===== src/sv/bmo_pkg.sv =====
// Shared types, sizes and codes for the buy/sell order matcher.
package bmo_pkg;

  // Table size and derived widths.
  localparam int TableDepth = 128;
  localparam int CntW       = $clog2(TableDepth + 1);
  localparam int GroupSize  = 8;
  localparam int NumGroups  = (TableDepth + GroupSize - 1) / GroupSize;

  // Field widths fixed by the interface.
  localparam int CatW     = 16;
  localparam int PriceW   = 16;
  localparam int OutcomeW = 2;

  // Side codes.
  localparam logic SIDE_WANTED  = 1'b0;
  localparam logic SIDE_FORSALE = 1'b1;

  // Outcome codes.
  localparam logic [OutcomeW-1:0] OUTCOME_STORED  = 2'd0;
  localparam logic [OutcomeW-1:0] OUTCOME_TRADED  = 2'd1;
  localparam logic [OutcomeW-1:0] OUTCOME_DROPPED = 2'd2;

  // One offer beat; a stored table entry has the same layout.
  typedef struct packed {
    logic [CatW-1:0]   item_category;
    logic              offer_side;
    logic [PriceW-1:0] offer_price;
  } offer_t;

  // One result beat.
  typedef struct packed {
    logic [OutcomeW-1:0] outcome;
    logic [PriceW-1:0]   trade_price;
  } result_t;

  // Per-cell control from the sequencer.
  typedef struct packed {
    logic cmp;
    logic load;
    logic shift;
  } cell_ctl_t;

  // Priority unit stage enables.
  typedef struct packed {
    logic grp;
    logic sel;
  } prio_ctl_t;

endpackage


===== src/sv/bmo_prio.sv =====
// Two-stage priority unit: picks the oldest matching cell and the shift mask.
module bmo_prio (
  input  logic                             clk,
  input  bmo_pkg::prio_ctl_t               ctl,
  input  logic [bmo_pkg::TableDepth-1:0]   hit,
  output logic [bmo_pkg::TableDepth-1:0]   sel,
  output logic [bmo_pkg::TableDepth-1:0]   shift,
  output logic                             found
);

  logic [bmo_pkg::NumGroups-1:0]  grp_any;
  logic [bmo_pkg::NumGroups-1:0]  grp_any_next;
  logic [bmo_pkg::TableDepth-1:0] sel_next;
  logic [bmo_pkg::TableDepth-1:0] shift_next;

  // First stage: one OR per group of cells.
  always_comb begin
    grp_any_next = '0;
    for (int g = 0; g < bmo_pkg::NumGroups; g++) begin
      for (int k = 0; k < bmo_pkg::GroupSize; k++) begin
        if (g * bmo_pkg::GroupSize + k < bmo_pkg::TableDepth) begin
          grp_any_next[g] = grp_any_next[g] | hit[g * bmo_pkg::GroupSize + k];
        end
      end
    end
  end

  // Second stage: prefix over groups, then within each group.
  always_comb begin
    logic earlier;
    logic inner_excl;
    logic inner_incl;
    sel_next   = '0;
    shift_next = '0;
    earlier    = 1'b0;
    for (int g = 0; g < bmo_pkg::NumGroups; g++) begin
      inner_excl = 1'b0;
      inner_incl = 1'b0;
      for (int k = 0; k < bmo_pkg::GroupSize; k++) begin
        if (g * bmo_pkg::GroupSize + k < bmo_pkg::TableDepth) begin
          inner_incl = inner_excl | hit[g * bmo_pkg::GroupSize + k];
          sel_next[g * bmo_pkg::GroupSize + k] =
            hit[g * bmo_pkg::GroupSize + k] & ~earlier & ~inner_excl;
          shift_next[g * bmo_pkg::GroupSize + k] = earlier | inner_incl;
          inner_excl = inner_incl;
        end
      end
      earlier = earlier | grp_any[g];
    end
  end

  // Stage registers.
  always_ff @(posedge clk) begin
    if (ctl.grp) begin
      grp_any <= grp_any_next;
    end
    if (ctl.sel) begin
      sel   <= sel_next;
      shift <= shift_next;
      found <= |grp_any;
    end
  end

endmodule


===== config.mk =====
export PLATFORM = sky130hd
export DESIGN_NAME = bmo_prio
export DESIGN_NICKNAME = d
export VERILOG_FILES = /design/src/sv/bmo_pkg.sv /design/src/sv/bmo_prio.sv
export SDC_FILE = /design/constraint.sdc
export NUM_CORES = 1
export LEC_CHECK = 0
export BUFFER_PORTS_ARGS = -buffer_cell sky130_fd_sc_hd__buf_2
export CAP_MARGIN = 30
export CORE_UTILIZATION = 42
export DETAILED_ROUTE_END_ITERATION = 16
export HOLD_SLACK_MARGIN = 0.12
export PLACE_DENSITY = 0.79
export SLEW_MARGIN = 15
export SYNTH_ARGS = -nofsm -noshare
export SYNTH_HDL_FRONTEND = slang
export SYNTH_SLANG_ARGS = --single-unit

===== constraint.sdc =====
create_clock -name clk -period 2.6 [get_ports clk]
set_input_delay 0.52 -clock clk [delete_from_list [all_inputs] [get_ports clk]]
set_output_delay 0.52 -clock clk [all_outputs]
set_load 0.05 [all_outputs]

* Yosys cells after proc, flatten, opt, wreduce, memory -nomap -nowiden
Cells that the tools add are included.
Word-level totals: flip-flop bits (word level) 273, input bits 131, output and inout bits 257
Cells by class: bitwise operators 605, reductions and logical operators 1
Operator list (count):
- $or A1 B1 Y1 | 246
- $and A1 B1 Y1 | 232
- $not A1 Y1 | 127
- $reduce_or A16 Y1 | 1

* Logic depth before layout (Yosys ltp)
word-level depth 17, mapped depth 6, gate-level depth less buffers 4

* Least setup slack after synthesis
No wires, ideal clock.
path type register -> register, from reg grp_any[0] (netlist name), to reg shift[63] (netlist name) (data pin), library setup time 272 ps, data arrival time 2041 ps, data required time 2328 ps, path slack 287 ps, cell stages (with the launch flop) 7, period minus slack after synthesis 2313 ps, cell sequence edfxtp_1 > buf_6 > or4_4 > buf_6 > nor4_4 > inv_2 > or4_1
Between the ends: longest elaborated chain between the ends 7
Ends and longest elaborated chain:
- start: declaration | line bmo_prio.sv:11 | logic [bmo_pkg::NumGroups-1:0] grp_any;
- start signal: assignment | line bmo_prio.sv:55 | grp_any <= grp_any_next;
- $or A1 B1 Y1 (6 in a row) | line bmo_prio.sv:48 | earlier = earlier | grp_any[g];
- $or A1 B1 Y1 | line bmo_prio.sv:44 | shift_next[g * bmo_pkg::GroupSize + k] = earlier | inner_incl;
- net shift_next (one bit) | line bmo_prio.sv:14 | logic [bmo_pkg::TableDepth-1:0] shift_next;
- end signal: assignment | line bmo_prio.sv:59 | shift <= shift_next;
- end: declaration | line bmo_prio.sv:7 | output logic [bmo_pkg::TableDepth-1:0] shift,
The timed path passes the listed nets, and every way through them passes these cells. A chain may end at the register's enable or synchronous reset.

* Worst setup path in the final report
from reg grp_any[3] (netlist name), to reg shift[54] (netlist name) (data pin)
Between the ends: longest elaborated chain between the ends 4
Ends and longest elaborated chain (line):
- $or A1 B1 Y1 (3 in a row) | bmo_prio.sv:48
- $or A1 B1 Y1 | bmo_prio.sv:44
- net shift_next (one bit) | bmo_prio.sv:14
The timed path passes the listed nets, and every way through them passes these cells.

==> results.toml <==
[setup_path]
critPathTopFamily = "simple AND/OR/NAND/NOR gates"
path_buf_inv = 1
arrival_ns = 2.64
cpPeakStageDelay_ns = 0.68
worst-setup-path-type = "reg -> reg"
cp-end-kind = "flip-flop"
critPathLaunchType = "flip-flop"
critPathMaxFanout = 9
slowest_stage = "or4_4"
worst_ep_required_time_ns = 2.87
path_cells = "or4_4 -> nor3_1 -> inv_1 -> or3_1"

[cts]
htreeDepth = 1
cts_num_sinks = 272
worstSkewPairLatency_ns = 0.53
cts_tree = "yes"
cts.reportedPaths.clkPinSlew_ns = 0.06
holdBufCountCts = 0
post-cts-setup-buffers = 0
cts_root_buf = "clkbuf_16"
cts_buffers = 28
clk_path_buf_depth = 3
post_cts_resized = 0

[sta]
slew_headroom_pct = 47.1
post-route-period-util_pct = 91.2
hold_viol = 0
fin_ws_ns = 0.229
max_clock_freq_ghz = 0.422
finClkSkew_ns = 0.0186
period_needed_ns = 2.37
drv_slew = 0
setup_violations = 0
rsz0062_at_grt = "no"
tightest_slew_ns = 0.786
finalSetupTns_ns = 0

[status]
status = "completed"

[drt]
ant_nets = 0
drt_iter0_drc = 606
dr.pass1.iters = 5
avgRoutedWirePerCell_um = 18.5
drc = 0
vias = 7418
viasPerCell = 5.07
routed_wl_um = 27000

[place]
hpwl_um = 20200
gp_congestion = 0.880
port-buffer-count = 387
pre_cts_ws_ns = 0.216

[power]
seqPwrFrac_pct = 51.2
p_leak_nw = 5.50
p_total_mw = 9.76
p_sw_share_pct = 24.2
power_switching_mw = 2.36
clock_power_share_pct = 39.0
peakVddDrop_uv = 503
p_int_mw = 7.39
p_per_area_mw_per_mm2 = 699
power_frac_comb_pct = 9.8

[global_routing]
grt_pass1_wl_um = 40300
grtUsageTotal_pct = 20.3
grt_pass1_vias = 7401
gr-total-overflow = 0
grt_max_degree = 62
antenna_found_initial = 2

[floorplanning]
die_height_um = 161
fp.dieW_um = 161
dieArea_mm2 = 0.0259
placementRows = 57
ios = 388
start_util_pct = 43.2
coreArea_mm2 = 0.0245

[yosys]
synth_common_cells = "edfxtp_1, nor2_1, nand2_1"
synth.area.top_cells = "edfxtp_1, nor2_1, and3_1, nor4_1, nand2b_1"
synth_warnings = 0
synth_top_family_by_area = "simple AND/OR/NAND/NOR gates"
synth_fa_ha_area_share_pct = 0
synth_cell_types = 30
syn_area_per_cell_um2 = 15.1
synth.top_cell.area_share_pct = 77.0
synth-seq-area-share_pct = 77.0
synthesis.area_mm2 = 0.0106
synthXorXnorAreaFrac_pct = 0
synthSimpleGateAreaFrac_pct = 20.8
syn_nets = 834
yosysMostFrequentCell = "edfxtp_1"
synthArstFlopShare_pct = 0
synth-compound-area-share_pct = 0
synth_top_area_cell = "edfxtp_1"
syn_inst = 703
synth-edff-count = 272
ys_seq_elements = 272
synth-main-ff-cell = "edfxtp_1"
synthMuxAreaShare_pct = 0

[run]
cap_violations = 0

[hold_path]
hold_class = "in -> reg"

[cells_and_area]
drive_gt1_share_pct = 40.3
layout.nets = 1249
area_growth_pct = 31.5
[final timing paths]
check | cells after the start | slack, ns | from | endpoint
hold / removal | 1 | 0.22 | hit[0] | shift[0]
setup reg to reg | 4 | 0.23 | grp_any[3] | shift[54]
setup / recovery | 4 | 0.23 | grp_any[3] | shift[54]
hold reg to reg | 1 | 0.54 | grp_any[15] | found
[power by group through the flow]
stage          sequential (mW)  clock, mW  combinational (mW)
2_1_floorplan             5.52          0               0.103
3_3_place_gp              5.08          0               0.950
3_5_place_dp              5.08          0               0.961
4_1_cts                   4.99       3.88               0.964
5_1_grt                   5.00       4.04                1.01
6_report                  4.99       3.80               0.959
[state kept, by name, summed over array words and instances, names as in the netlist]
signal / count
shift: 128
sel: 127
grp_any: 16
found: 1
[worst register-to-register path: cells and delay by family (launching register included)]
family,cells,cell delay (ns)
and+or+nand+nor,3,1.50
buffers and inverters,1,0.17
DFF,1,0.46
[layout by cell type (no fill, tap or decap), types with 22 or more instances in the layout]
master,netlist,layout
buf_2,0,386
edfxtp_1,272,272
nor2_1,60,60
nand2_1,39,39
inv_1,36,36
and3_1,35,35
clkbuf_16,0,29
nor4_1,25,24
nand3_1,24,24
nand2b_1,24,24
nor3_1,24,23
or3_1,22,22
[per-layer routing]
metal	wire length, um	track usage (%)	up-vias	share of wire [%]
met5	13	0	-	0.048
met4	982	8.02	2	3.6
met3	2080	5.19	69	7.7
met2	13400	35.4	341	50
met1	10500	23.8	3504	39
li1	-	-	3502	-
[metrics by stage]
| stage | instance area [um^2] | cells | hold slack, ns | utilization, % |
|---|---|---|---|---|
| after CTS | 14000 | 1462 | 0.197 | 56.9 |
| final | 14000 | 1463 | 0.218 | 56.9 |
| after global placement | 13100 | 1412 | 0.497 | 53.3 |
| after global routing | 14000 | 1463 | 0.192 | 56.9 |
| after detailed placement | 13100 | 1412 | 0.528 | 53.3 |
| after floorplan | 10600 | 703 | 0.482 | - |
[final cells by class]
| type | instances | area, um^2 |
|---|---|---|
| diodes | 1 | 2.50 |
| inverters | 37 | 139 |
| fillers | 1959 | 10600 |
| clock buffers | 35 | 748 |
| flip-flops and latches | 272 | 8170 |
| multi-input cells | 373 | 2220 |
| repair buffers | 406 | 2150 |
| well taps | 324 | 405 |
| clock inverters | 15 | 124 |
[cell families after synthesis]
kind of cell | count (synthesis)
AND/OR/NAND/NOR | 373
buffers and inverters | 58
flip-flops | 272
Power figures use the tool's default switching activity.
