**src/sv/bmo_pkg.sv**
```systemverilog
// Shared types, sizes and codes for the buy/sell order matcher.
package bmo_pkg;

  // Table size and derived widths.
  localparam int TableDepth = 128;
  localparam int CntW       = $clog2(TableDepth + 1);
  localparam int GroupSize  = 8;
  localparam int NumGroups  = (TableDepth + GroupSize - 1) / GroupSize;

  // Field widths fixed by the interface.
  localparam int CatW     = 16;
  localparam int PriceW   = 16;
  localparam int OutcomeW = 2;

  // Side codes.
  localparam logic SIDE_WANTED  = 1'b0;
  localparam logic SIDE_FORSALE = 1'b1;

  // Outcome codes.
  localparam logic [OutcomeW-1:0] OUTCOME_STORED  = 2'd0;
  localparam logic [OutcomeW-1:0] OUTCOME_TRADED  = 2'd1;
  localparam logic [OutcomeW-1:0] OUTCOME_DROPPED = 2'd2;

  // One offer beat; a stored table entry has the same layout.
  typedef struct packed {
    logic [CatW-1:0]   item_category;
    logic              offer_side;
    logic [PriceW-1:0] offer_price;
  } offer_t;

  // One result beat.
  typedef struct packed {
    logic [OutcomeW-1:0] outcome;
    logic [PriceW-1:0]   trade_price;
  } result_t;

  // Per-cell control from the sequencer.
  typedef struct packed {
    logic cmp;
    logic load;
    logic shift;
  } cell_ctl_t;

  // Priority unit stage enables.
  typedef struct packed {
    logic grp;
    logic sel;
  } prio_ctl_t;

endpackage

```
**src/sv/bmo_cell.sv**
```systemverilog
// One table cell: holds an entry, compares it to the offer, shifts down on removal.
module bmo_cell (
  input  logic               clk,
  input  bmo_pkg::cell_ctl_t ctl,
  input  logic               live,
  input  bmo_pkg::offer_t    offer,
  input  bmo_pkg::offer_t    nbr,
  output bmo_pkg::offer_t    entry,
  output logic               hit
);

  logic hit_now;
  logic price_ok;

  // A sale offer needs a wanted price at or above it; a wanted offer the reverse.
  always_comb begin
    if (offer.offer_side == bmo_pkg::SIDE_FORSALE) begin
      price_ok = offer.offer_price <= entry.offer_price;
    end else begin
      price_ok = offer.offer_price >= entry.offer_price;
    end
    hit_now = live && (entry.item_category == offer.item_category) &&
              (entry.offer_side != offer.offer_side) && price_ok;
  end

  // Entry storage: append loads the offer, removal pulls from the next cell up.
  always_ff @(posedge clk) begin
    if (ctl.load) begin
      entry <= offer;
    end else if (ctl.shift) begin
      entry <= nbr;
    end
  end

  // Registered match flag.
  always_ff @(posedge clk) begin
    if (ctl.cmp) begin
      hit <= hit_now;
    end
  end

endmodule

```
**config.mk**
```make
export PLATFORM = sky130hd
export DESIGN_NAME = bmo_cell
export DESIGN_NICKNAME = d
export VERILOG_FILES = /design/src/sv/bmo_pkg.sv /design/src/sv/bmo_cell.sv
export SDC_FILE = /design/constraint.sdc
export NUM_CORES = 1
export LEC_CHECK = 0
export BUFFER_PORTS_ARGS = -buffer_cell sky130_fd_sc_hd__buf_4
export CAP_MARGIN = 30
export CORE_MARGIN = 2
export CORE_UTILIZATION = 47
export CTS_BUF_LIST = sky130_fd_sc_hd__clkbuf_2 sky130_fd_sc_hd__clkbuf_4 sky130_fd_sc_hd__clkbuf_8
export CTS_CLUSTER_DIAMETER = 80
export CTS_CLUSTER_SIZE = 25
export DETAILED_ROUTE_END_ITERATION = 10
export PLACE_DENSITY_LB_ADDON = 0.05
export SYNTH_ARGS = -nofsm -noshare
export SYNTH_HDL_FRONTEND = slang
export SYNTH_SLANG_ARGS = --single-unit
```
**constraint.sdc**
```tcl
create_clock -name clk -period 2.5 [get_ports clk]
set_clock_uncertainty 0.15 [all_clocks]
set_input_delay 0.125 -clock clk [delete_from_list [all_inputs] [get_ports clk]]
set_output_delay 0.125 -clock clk [all_outputs]
set_load 0.005 [all_outputs]
```
# After elaboration in Yosys (flattened, before gate mapping)
# Cells that the tools add are included.
[word_totals]
reg_bits = 34
inputBits = 71
[op_classes]
n_lt_le_gt_ge = 2
eq_ne = 2
muxes = 3
n_reduce_logical = 4
[op_table]
columns = ["cell", "n"]
rows = [
  ["$mux 33", 2],
  ["$eq 16x16->1", 1],
  ["$ge 16x16->1", 1],
  ["$le 16x16->1", 1],
  ["$logic_and 1x1->1", 3],
  ["$reduce_bool 2->1", 1],
  ["$mux 1", 1],
  ["$ne 1x1->1", 1],
]

# Depth between registers and ports, before layout
# Gate-level depths: netlist of run 1.
[depth]
word_depth = 4
mapped_depth = 7
ltp_nobuf = 7

# Worst setup path after synthesis of run 1
# OpenSTA, ideal clock, no wires.
[synth_path]
kind = "register to register"
startpoint = "register entry[1] (netlist bit)"
endpoint = "register hit, data pin"
setup_time_ns = 0.262
arrival_time_ns = 1.580
required_ns = 2.088
setup_slack_ns = 0.508
path_stages_with_launch = 8
path_buffers = 0
period_less_slack_ns = 1.992
path_cell_list = "edfxtp_1 > inv_1 > ha_1 > nor2b_1 > o211ai_1 > a2111o_1 > a311oi_2 > nor4b_2"
[synth_between]
elab_chain_cells = 3
word_cells_on_any_way = 4
cone_classes = "order compare: 2; mux: 1; reduce/logical: 1"
[synth_lines]
columns = ["item", "line", "rtl"]
rows = [
  ["from (decl)", "bmo_cell.sv:8", "output bmo_pkg::offer_t entry,"],
  ["from (signal assigned)", "bmo_cell.sv:29", "entry <= offer;"],
  ["from (signal assigned)", "bmo_cell.sv:31", "entry <= nbr;"],
  ["$ge 16x16->1 / $le 16x16->1 (equally long branches)", "bmo_cell.sv:20, bmo_cell.sv:18", ""],
  ["$mux 1 (*)", "bmo_cell.sv:17", "if (offer.offer_side == bmo_pkg::SIDE_FORSALE) begin"],
  ["$logic_and 1x1->1 (*)", "bmo_cell.sv:23", "(entry.offer_side != offer.offer_side) && price_ok;"],
  ["via hit_now", "bmo_cell.sv:12", "logic hit_now;"],
  ["to (signal assigned)", "bmo_cell.sv:38", "hit <= hit_now;"],
  ["to (decl)", "bmo_cell.sv:9", "output logic hit"],
]
# The timed path passes the listed nets; every way through them passes the cells marked *.
# A chain may end at the register's enable or synchronous reset.

# Worst setup path after layout of run 1
# Same ends and word-level chain as after synthesis.

==> summary.md, run 1 <==
| Metric | Value |
|---|---|
| Critical path origin | entry[1] |
| Row count | 23 |
| H-tree levels | 2 |
| Crit path DAT | slightly below 2 ns |
| Pwr/cell area | slightly below 500 mW/mm^2 |
| Final hold viol count | 0 |
| Fill count | 260 |
| Met3 WL | ~350 um |
| Area Overhead vs Synth | 60.3% |
| Max VDD drop | approximately 0.36 mV |
| Max_slew headroom | 0.661 |
| End of the critical path | hit |
| Multi-input gate area | around 940 um^2 |
| Critical Path Sink Type | register |
| Clock sinks | 34 |
| Final period util | 0.839 |
| Maxcap violations | 0 |
| Setup TNS | 0 ns |
| Via density | between 4 and 5 |
| Vias in the first global route | around 1800 |
| Delay of the slowest critical-path stage | about 0.41 ns |
| Synth Area per Inst | between 10 and 15 um^2 |
| Core ar. | between 0.004 and 0.005 mm^2 |
| Worst Path Required | 2.38 ns |
| CP max-delay cell | a2111o_1 |
| CTS tree | built |
| Clk_lat worst skew | 0.28 ns |
| Synth cell types | 23 |
| Nets | ~380 |
| Worst setup path category | register to register |
| Worst Hold Class | input pin to register |
| Io pins | about 110 |
| Total die area | a little under 0.005 mm^2 |
| CTS resizes | 0 |
| Worst Path Buf+Inv | 1 |
| Cts bufs inserted | 5 |
| Slew Viols, Final | 0 |
| Seq/Total Area, Yosys | 0.500 |
| Critical Path, Cell by Cell | inv_1 -> ha_1 -> nor2b_1 -> o211ai_1 -> a2111o_1 -> a311oi_2 -> nor4b_2 |
| Routed met2 length | around 2700 um |
| CP startpoint kind | register |
| Status | completed |
| Final instance area | between 0.003 and 0.004 mm^2 |
| Initial antenna violation count | 0 |
| Reg-to-reg startpoint | entry[1] |
| FMAX | 0.476 GHz |
| FF+latch area | slightly above 0.001 mm^2 |
| Worst-Margin Slew | 0.504 ns |
| Die Span Y | 69.9 um |
| Max Used Layer | met4 |
| CP max FO | 2 |
| Synth Warn # | 0 |
| Setup-failing EPs final | 0 |
| Die width | roughly 70 um |
| Via count | 1712 |
| Clock buffer depth | 2 |
| Number of synthesized register bits | 34 |
| Routed wire length | roughly 5100 um |
| IO buf count | about 100 |
| GR Overflow Total | 0 |
| Pleak | 1.49 nW |
| Top Family by Delay on Critical Path | compound AO/OA/AOI/OAI gates |
| Routed Antenna Nets | 0 |
| Cells after synthesis | 155 |
| Routability congestion estimate from global placement | ~0.73 |
| Minimum clock period | 2.10 ns |
| Largest net degree at the start of global routing | 22 |
| Drt pass-1 iters | 4 |
| WL/cell | 14.8 um |
| Commonest non-fill, non-tap cell in the layout | buf_4 |
| Worst r2r path cells | 7 |
| Gr usage total | 0.217 |
| Fraction of layout cells with a size suffix above 1 | 0.512 |
| R2R Path End | hit |
| RSZ-0062 raised after global routing | no |
| Area after DPL | around 0.0029 mm^2 |
| Syn Nets | about 240 |
| Commonest non-fill, non-tap cells in the layout | buf_4, edfxtp_1, mux2_2 |
| First DRT Iteration DRCs | 61 |
| Synthesized cell area | slightly above 0.002 mm^2 |
| Reg clk slew, reported paths | roughly 0.07 ns |
| Global-route wire length before repair | between 8000 and 9000 um |
| Reg2Reg Setup Slack | 0.40 ns |
| Critical path depth in cells | 7 |
| Post-DP HPWL | between 3000 and 4000 um |
| Initial Util | 0.500 |
| Worst Hold Slack | approximately 0.00013 ns |
| Met1 wire length | 2040 um |
| CTS root buffer | clkbuf_8 |
| N_diodes | 0 |
| Util after Layout | 0.801 |
| DRC viols | 0 |
==> repair_timing <==
item                       CTS  global route
hold endpoints to repair    28             1
buffers inserted             0             0
setup endpoints to repair    0             0
hold buffers                29             1
==> state kept, by name (all words and copies together), names as in the netlist <==
name / count
hit: 1
entry: 33
==> through the flow <==
stage | cells | setup WS, ns | power (mW)
2_1_floorplan | 155 | 0.508 | 0.922
3_3_place_gp | 308 | 0.481 | 1.14
3_5_place_dp | 308 | 0.429 | 1.15
4_1_cts | 344 | 0.400 | 1.58
5_1_grt | 345 | 0.312 | 1.66
6_report | 345 | 0.401 | 1.58
==> worst min path at each step <==
stage	startpoint	endpoint	slack, ns	depth (start not counted)
finish	nbr[22]	entry[22]	0.0001	2
detailed placement	ctl[2]	hit	0.17	1
global placement	ctl[2]	hit	0.18	1
CTS	offer[8]	entry[8]	0.0004	2
global route	nbr[7]	entry[7]	0.004	2
floorplan	ctl[2]	hit	0.09	0
==> cell usage after synthesis <==
cell type / instances / area (um^2)
a311oi_2: 1 / 15.0
a221oi_2: 1 / 15.0
o21ai_0: 2 / 10.0
nand2_1: 3 / 11.3
or2_2: 1 / 6.26
buf_2: 3 / 15.0
nand3_1: 3 / 15.0
ha_1: 16 / 200
edfxtp_1: 34 / 1020
o211ai_1: 1 / 7.51
xnor2_1: 2 / 17.5
a2111o_1: 1 / 11.3
xor2_1: 15 / 131
inv_1: 17 / 63.8
clkbuf_1: 1 / 3.75
nor2_1: 2 / 7.51
nor4_1: 5 / 31.3
nor2b_1: 1 / 6.26
nand4_1: 5 / 31.3
nor4b_2: 1 / 15.0
a21oi_1: 6 / 30.0
nand2b_1: 1 / 6.26
mux2_2: 33 / 372
==> where the power goes <==
group | internal, mW | leakage (nW) | switching [mW]
Sequential | 0.701 | 0.347 | 0.0359
Clock | 0.213 | 0.0452 | 0.189
Combinational | 0.273 | 1.10 | 0.165
Total | 1.19 | 1.49 | 0.390
==> metal layers <==
layer | vias up | global-route usage
met5 | - | 0
met3 | 4 | 0.0722
met4 | 0 | 0.0556
met1 | 792 | 0.252
li1 | 853 | -
met2 | 63 | 0.384
==> kinds of logic after synthesis <==
| family | Yosys count | share of synthesized area |
|---|---|---|
| AOI/OAI and AO/OA | 12 | 0.0435 |
| xor gates and xnor gates | 17 | 0.0729 |
| adders and majority gates | 16 | 0.0980 |
| buffers and inverters | 21 | 0.0404 |
| DFF | 34 | 0.500 |
| muxes | 33 | 0.182 |
| and+or+nand+nor | 22 | 0.0637 |
==> cell type report <==
| class | instances | share of cell area |
|---|---|---|
| Clock buffer | 7 | 0.0256 |
| Inverter | 17 | 0.0195 |
| Multi-Input combinational cell | 100 | 0.287 |
| Sequential cell | 34 | 0.312 |
| Tap cell | 50 | 0.0191 |
| Timing Repair Buffer | 137 | 0.337 |
Note: power is estimated with default switching activity, not from simulation.
==> run 2: changes to the inputs <==
--- a/config.mk
+++ b/config.mk
@@ -8,7 +8,7 @@
 export BUFFER_PORTS_ARGS = -buffer_cell sky130_fd_sc_hd__buf_4
 export CAP_MARGIN = 30
 export CORE_MARGIN = 2
-export CORE_UTILIZATION = 47
+export CORE_UTILIZATION = 42
 export CTS_BUF_LIST = sky130_fd_sc_hd__clkbuf_2 sky130_fd_sc_hd__clkbuf_4 sky130_fd_sc_hd__clkbuf_8
 export CTS_CLUSTER_DIAMETER = 80
 export CTS_CLUSTER_SIZE = 25
==> constraint.sdc (replaced) <==
create_clock -name clk -period 1.9 [get_ports clk]
set_clock_uncertainty 0.15 [all_clocks]
set_input_delay 0.095 -clock clk [delete_from_list [all_inputs] [get_ports clk]]
set_output_delay 0.095 -clock clk [all_outputs]
set_load 0.005 [all_outputs]
==> run 2 against run 1 <==
Compared with the run above: the flow now finishes with violations (negative setup slack); sequential share of layout area decreased by 3.8 points; clock-buffer cell count unchanged; non-clock buffer count increased by 47; worst setup slack got worse by 0.59 ns; flip-flop and latch count unchanged; critical path depth unchanged; power increased by 41%; design area increased by 14%.
==> summary.md, run 2 (same netlist as run 1, synthesis figures left out) <==
| Metric | Value |
|---|---|
| DRC viols | 0 (unchanged) |
| Slew Viols, Final | 0 (unchanged) |
| Routed wire length | 5970 um (+17%) |
| Worst Path Required | 1.78 ns (-0.60 ns) |
| Met1 wire length | 2300 um (+13%) |
| Io pins | 105 (unchanged) |
| Final period util | 1.10 (+0.258) |
| Area after DPL | 0.00298 mm^2 (+3.0%) |
| Initial Util | 0.435 (-0.0645) |
| Setup TNS | -0.186 ns (-0.186 ns) |
| Fraction of layout cells with a size suffix above 1 | 0.477 (-0.0353) |
| Final hold viol count | 0 (unchanged) |
| Number of post-CTS setup repair buffers | 0 (unchanged) |
| Post-Layout Cell Count | 396 (+15%) |
| GR Overflow Total | 0 (unchanged) |
| Die Span Y | 73.8 um (+5.5%) |
| Cts bufs inserted | 5 (unchanged) |
| Final Worst Setup Slack | -0.186 ns (-0.587 ns) |
| FMAX | 0.479 GHz (+0.62%) |
| First DRT Iteration DRCs | 90 (+48%) |
| Largest regs | entry: 33 flops, hit: 1 flops |
| Routed met2 length | 3280 um (+22%) |
| CTS tree | built |
| Worst setup path category | register to register |
| Gr usage total | 0.223 (+0.00619) |
| Clk_lat worst skew | 0.28 ns (about the same) |
| N_diodes | 0 (unchanged) |
| Routed Antenna Nets | 0 (unchanged) |
| Inst Count DP | 323 (+4.9%) |
| Final instance area | 0.00372 mm^2 (+14%) |
| CTS root buffer | clkbuf_8 |
| Pwr/cell area | 596 mW/mm^2 (+24%) |
| Die width | 73.8 um (+5.5%) |
| Clock sinks | 34 (unchanged) |
| Vias in the first global route | 2035 (+14%) |
| RSZ-0062 raised after global routing | yes |
| CP startpoint kind | register |
| Initial antenna violation count | 0 (unchanged) |
| Post-DP HPWL | 3530 um (-3.2%) |
| Via count | 1932 (+13%) |
| CP max FO | 2 (unchanged) |
| H-tree levels | 2 (unchanged) |
| Max FFs per register | 33 (unchanged) |
| Via density | 4.88 (-1.7%) |
| Critical Path Sink Type | register |
| Global-route wire length before repair | 9200 um (+11%) |
| Reg clk slew, reported paths | 0.07 ns (about the same) |
| Met3 WL | 309 um (-12%) |
| Clock buffer depth | 2 (unchanged) |
| Total die area | 0.00544 mm^2 (+11%) |
| Crit path DAT | 1.97 ns (about the same) |
| WL/cell | 15.1 um (+1.5%) |
| Failing checks | negative setup slack |
| Status | finished with violations |
| Util after Layout | 0.794 (-0.00742) |
| Commonest non-fill, non-tap cell in the layout | buf_4 |
| Maxcap violations | 0 (unchanged) |
| IO buf count | 104 (unchanged) |
| Minimum clock period | 2.09 ns (-0.0130 ns) |
| Routability congestion estimate from global placement | 0.720 (-1.5%) |
| Nets | 429 (+12%) |
| Drt pass-1 iters | 4 (unchanged) |
| Largest net degree at the start of global routing | 34 (+55%) |
| Area Overhead vs Synth | 82.3% |
| Commonest non-fill, non-tap cells in the layout | buf_4, dlygate4sd3_1, edfxtp_1 |
| Max Used Layer | met4 |
| Setup-failing EPs final | 1 (+1) |
| Max VDD drop | 0.448 mV (+24%) |
| Worst-Margin Slew | 0.819 ns (+0.315 ns) |
| Largest Register | entry |
| Max_slew headroom | 0.454 (-0.207) |
| Core ar. | 0.00469 mm^2 (+15%) |
| Row count | 25 (+8.7%) |
| Worst Hold Class | input pin to register |
| Pleak | 1.69 nW (+14%) |
==> run 2: final cells by class <==
class                           count  area (um^2)
Clock buffer                        7         83.8
Fill cell                         313          967
Inverter                           17         63.8
Multi-Input combinational cell    100          942
Sequential cell                    34         1020
Tap cell                           54         67.6
Timing Repair Buffer              184         1550
==> run 2: critical path, cell delays in order (launching register included) <==
cell      delay [ns]
edfxtp_1        0.35
inv_1           0.05
ha_1            0.30
nor2b_2         0.14
o211ai_1        0.09
a2111o_1        0.40
a311oi_2        0.27
nor4b_2         0.07
==> run 2: where the power goes <==
part | switching, mW | internal, mW
Combinational | 0.249 | 0.466
Sequential | 0.0505 | 0.923
Clock | 0.249 | 0.281
Total | 0.549 | 1.67
==> run 2: per-stage QoR <==
stage               setup slack, ns  hold WS [ns]  total power, mW
floorplan                   -0.0664        0.0575             1.21
global placement            -0.0906         0.146             1.55
detailed placement           -0.125         0.143             1.55
CTS                          -0.156        0.0115             2.22
global route                 -0.285        0.0204             2.34
finish                       -0.186        0.0218             2.22
==> run 2: layer usage <==
layer  track usage  vias to the layer above
met5             0                        -
met4        0.0646                        0
met3        0.0590                        8
met2         0.408                       66
met1         0.253                      911
li1              -                      947
==> run 2: what timing repair did <==
| item | 4_1_cts | 5_1_grt |
|---|---|---|
| hold buffers | 66 | 0 |
| gates resized for setup | 0 | 1 |
| setup endpoints to repair | 1 | 1 |
| endpoints found under the hold margin | 34 | 0 |
| pin swaps | 0 | 1 |
==> run 2: path summary, 6_finish.rpt <==
path         startpoint        end  slack (ns)  depth (start not counted)
max            entry[1]        hit       -0.19                          7
min           offer[16]  entry[16]        0.02                          2
max reg2reg    entry[1]        hit       -0.19                          7
min reg2reg   entry[20]        hit        0.61                          3
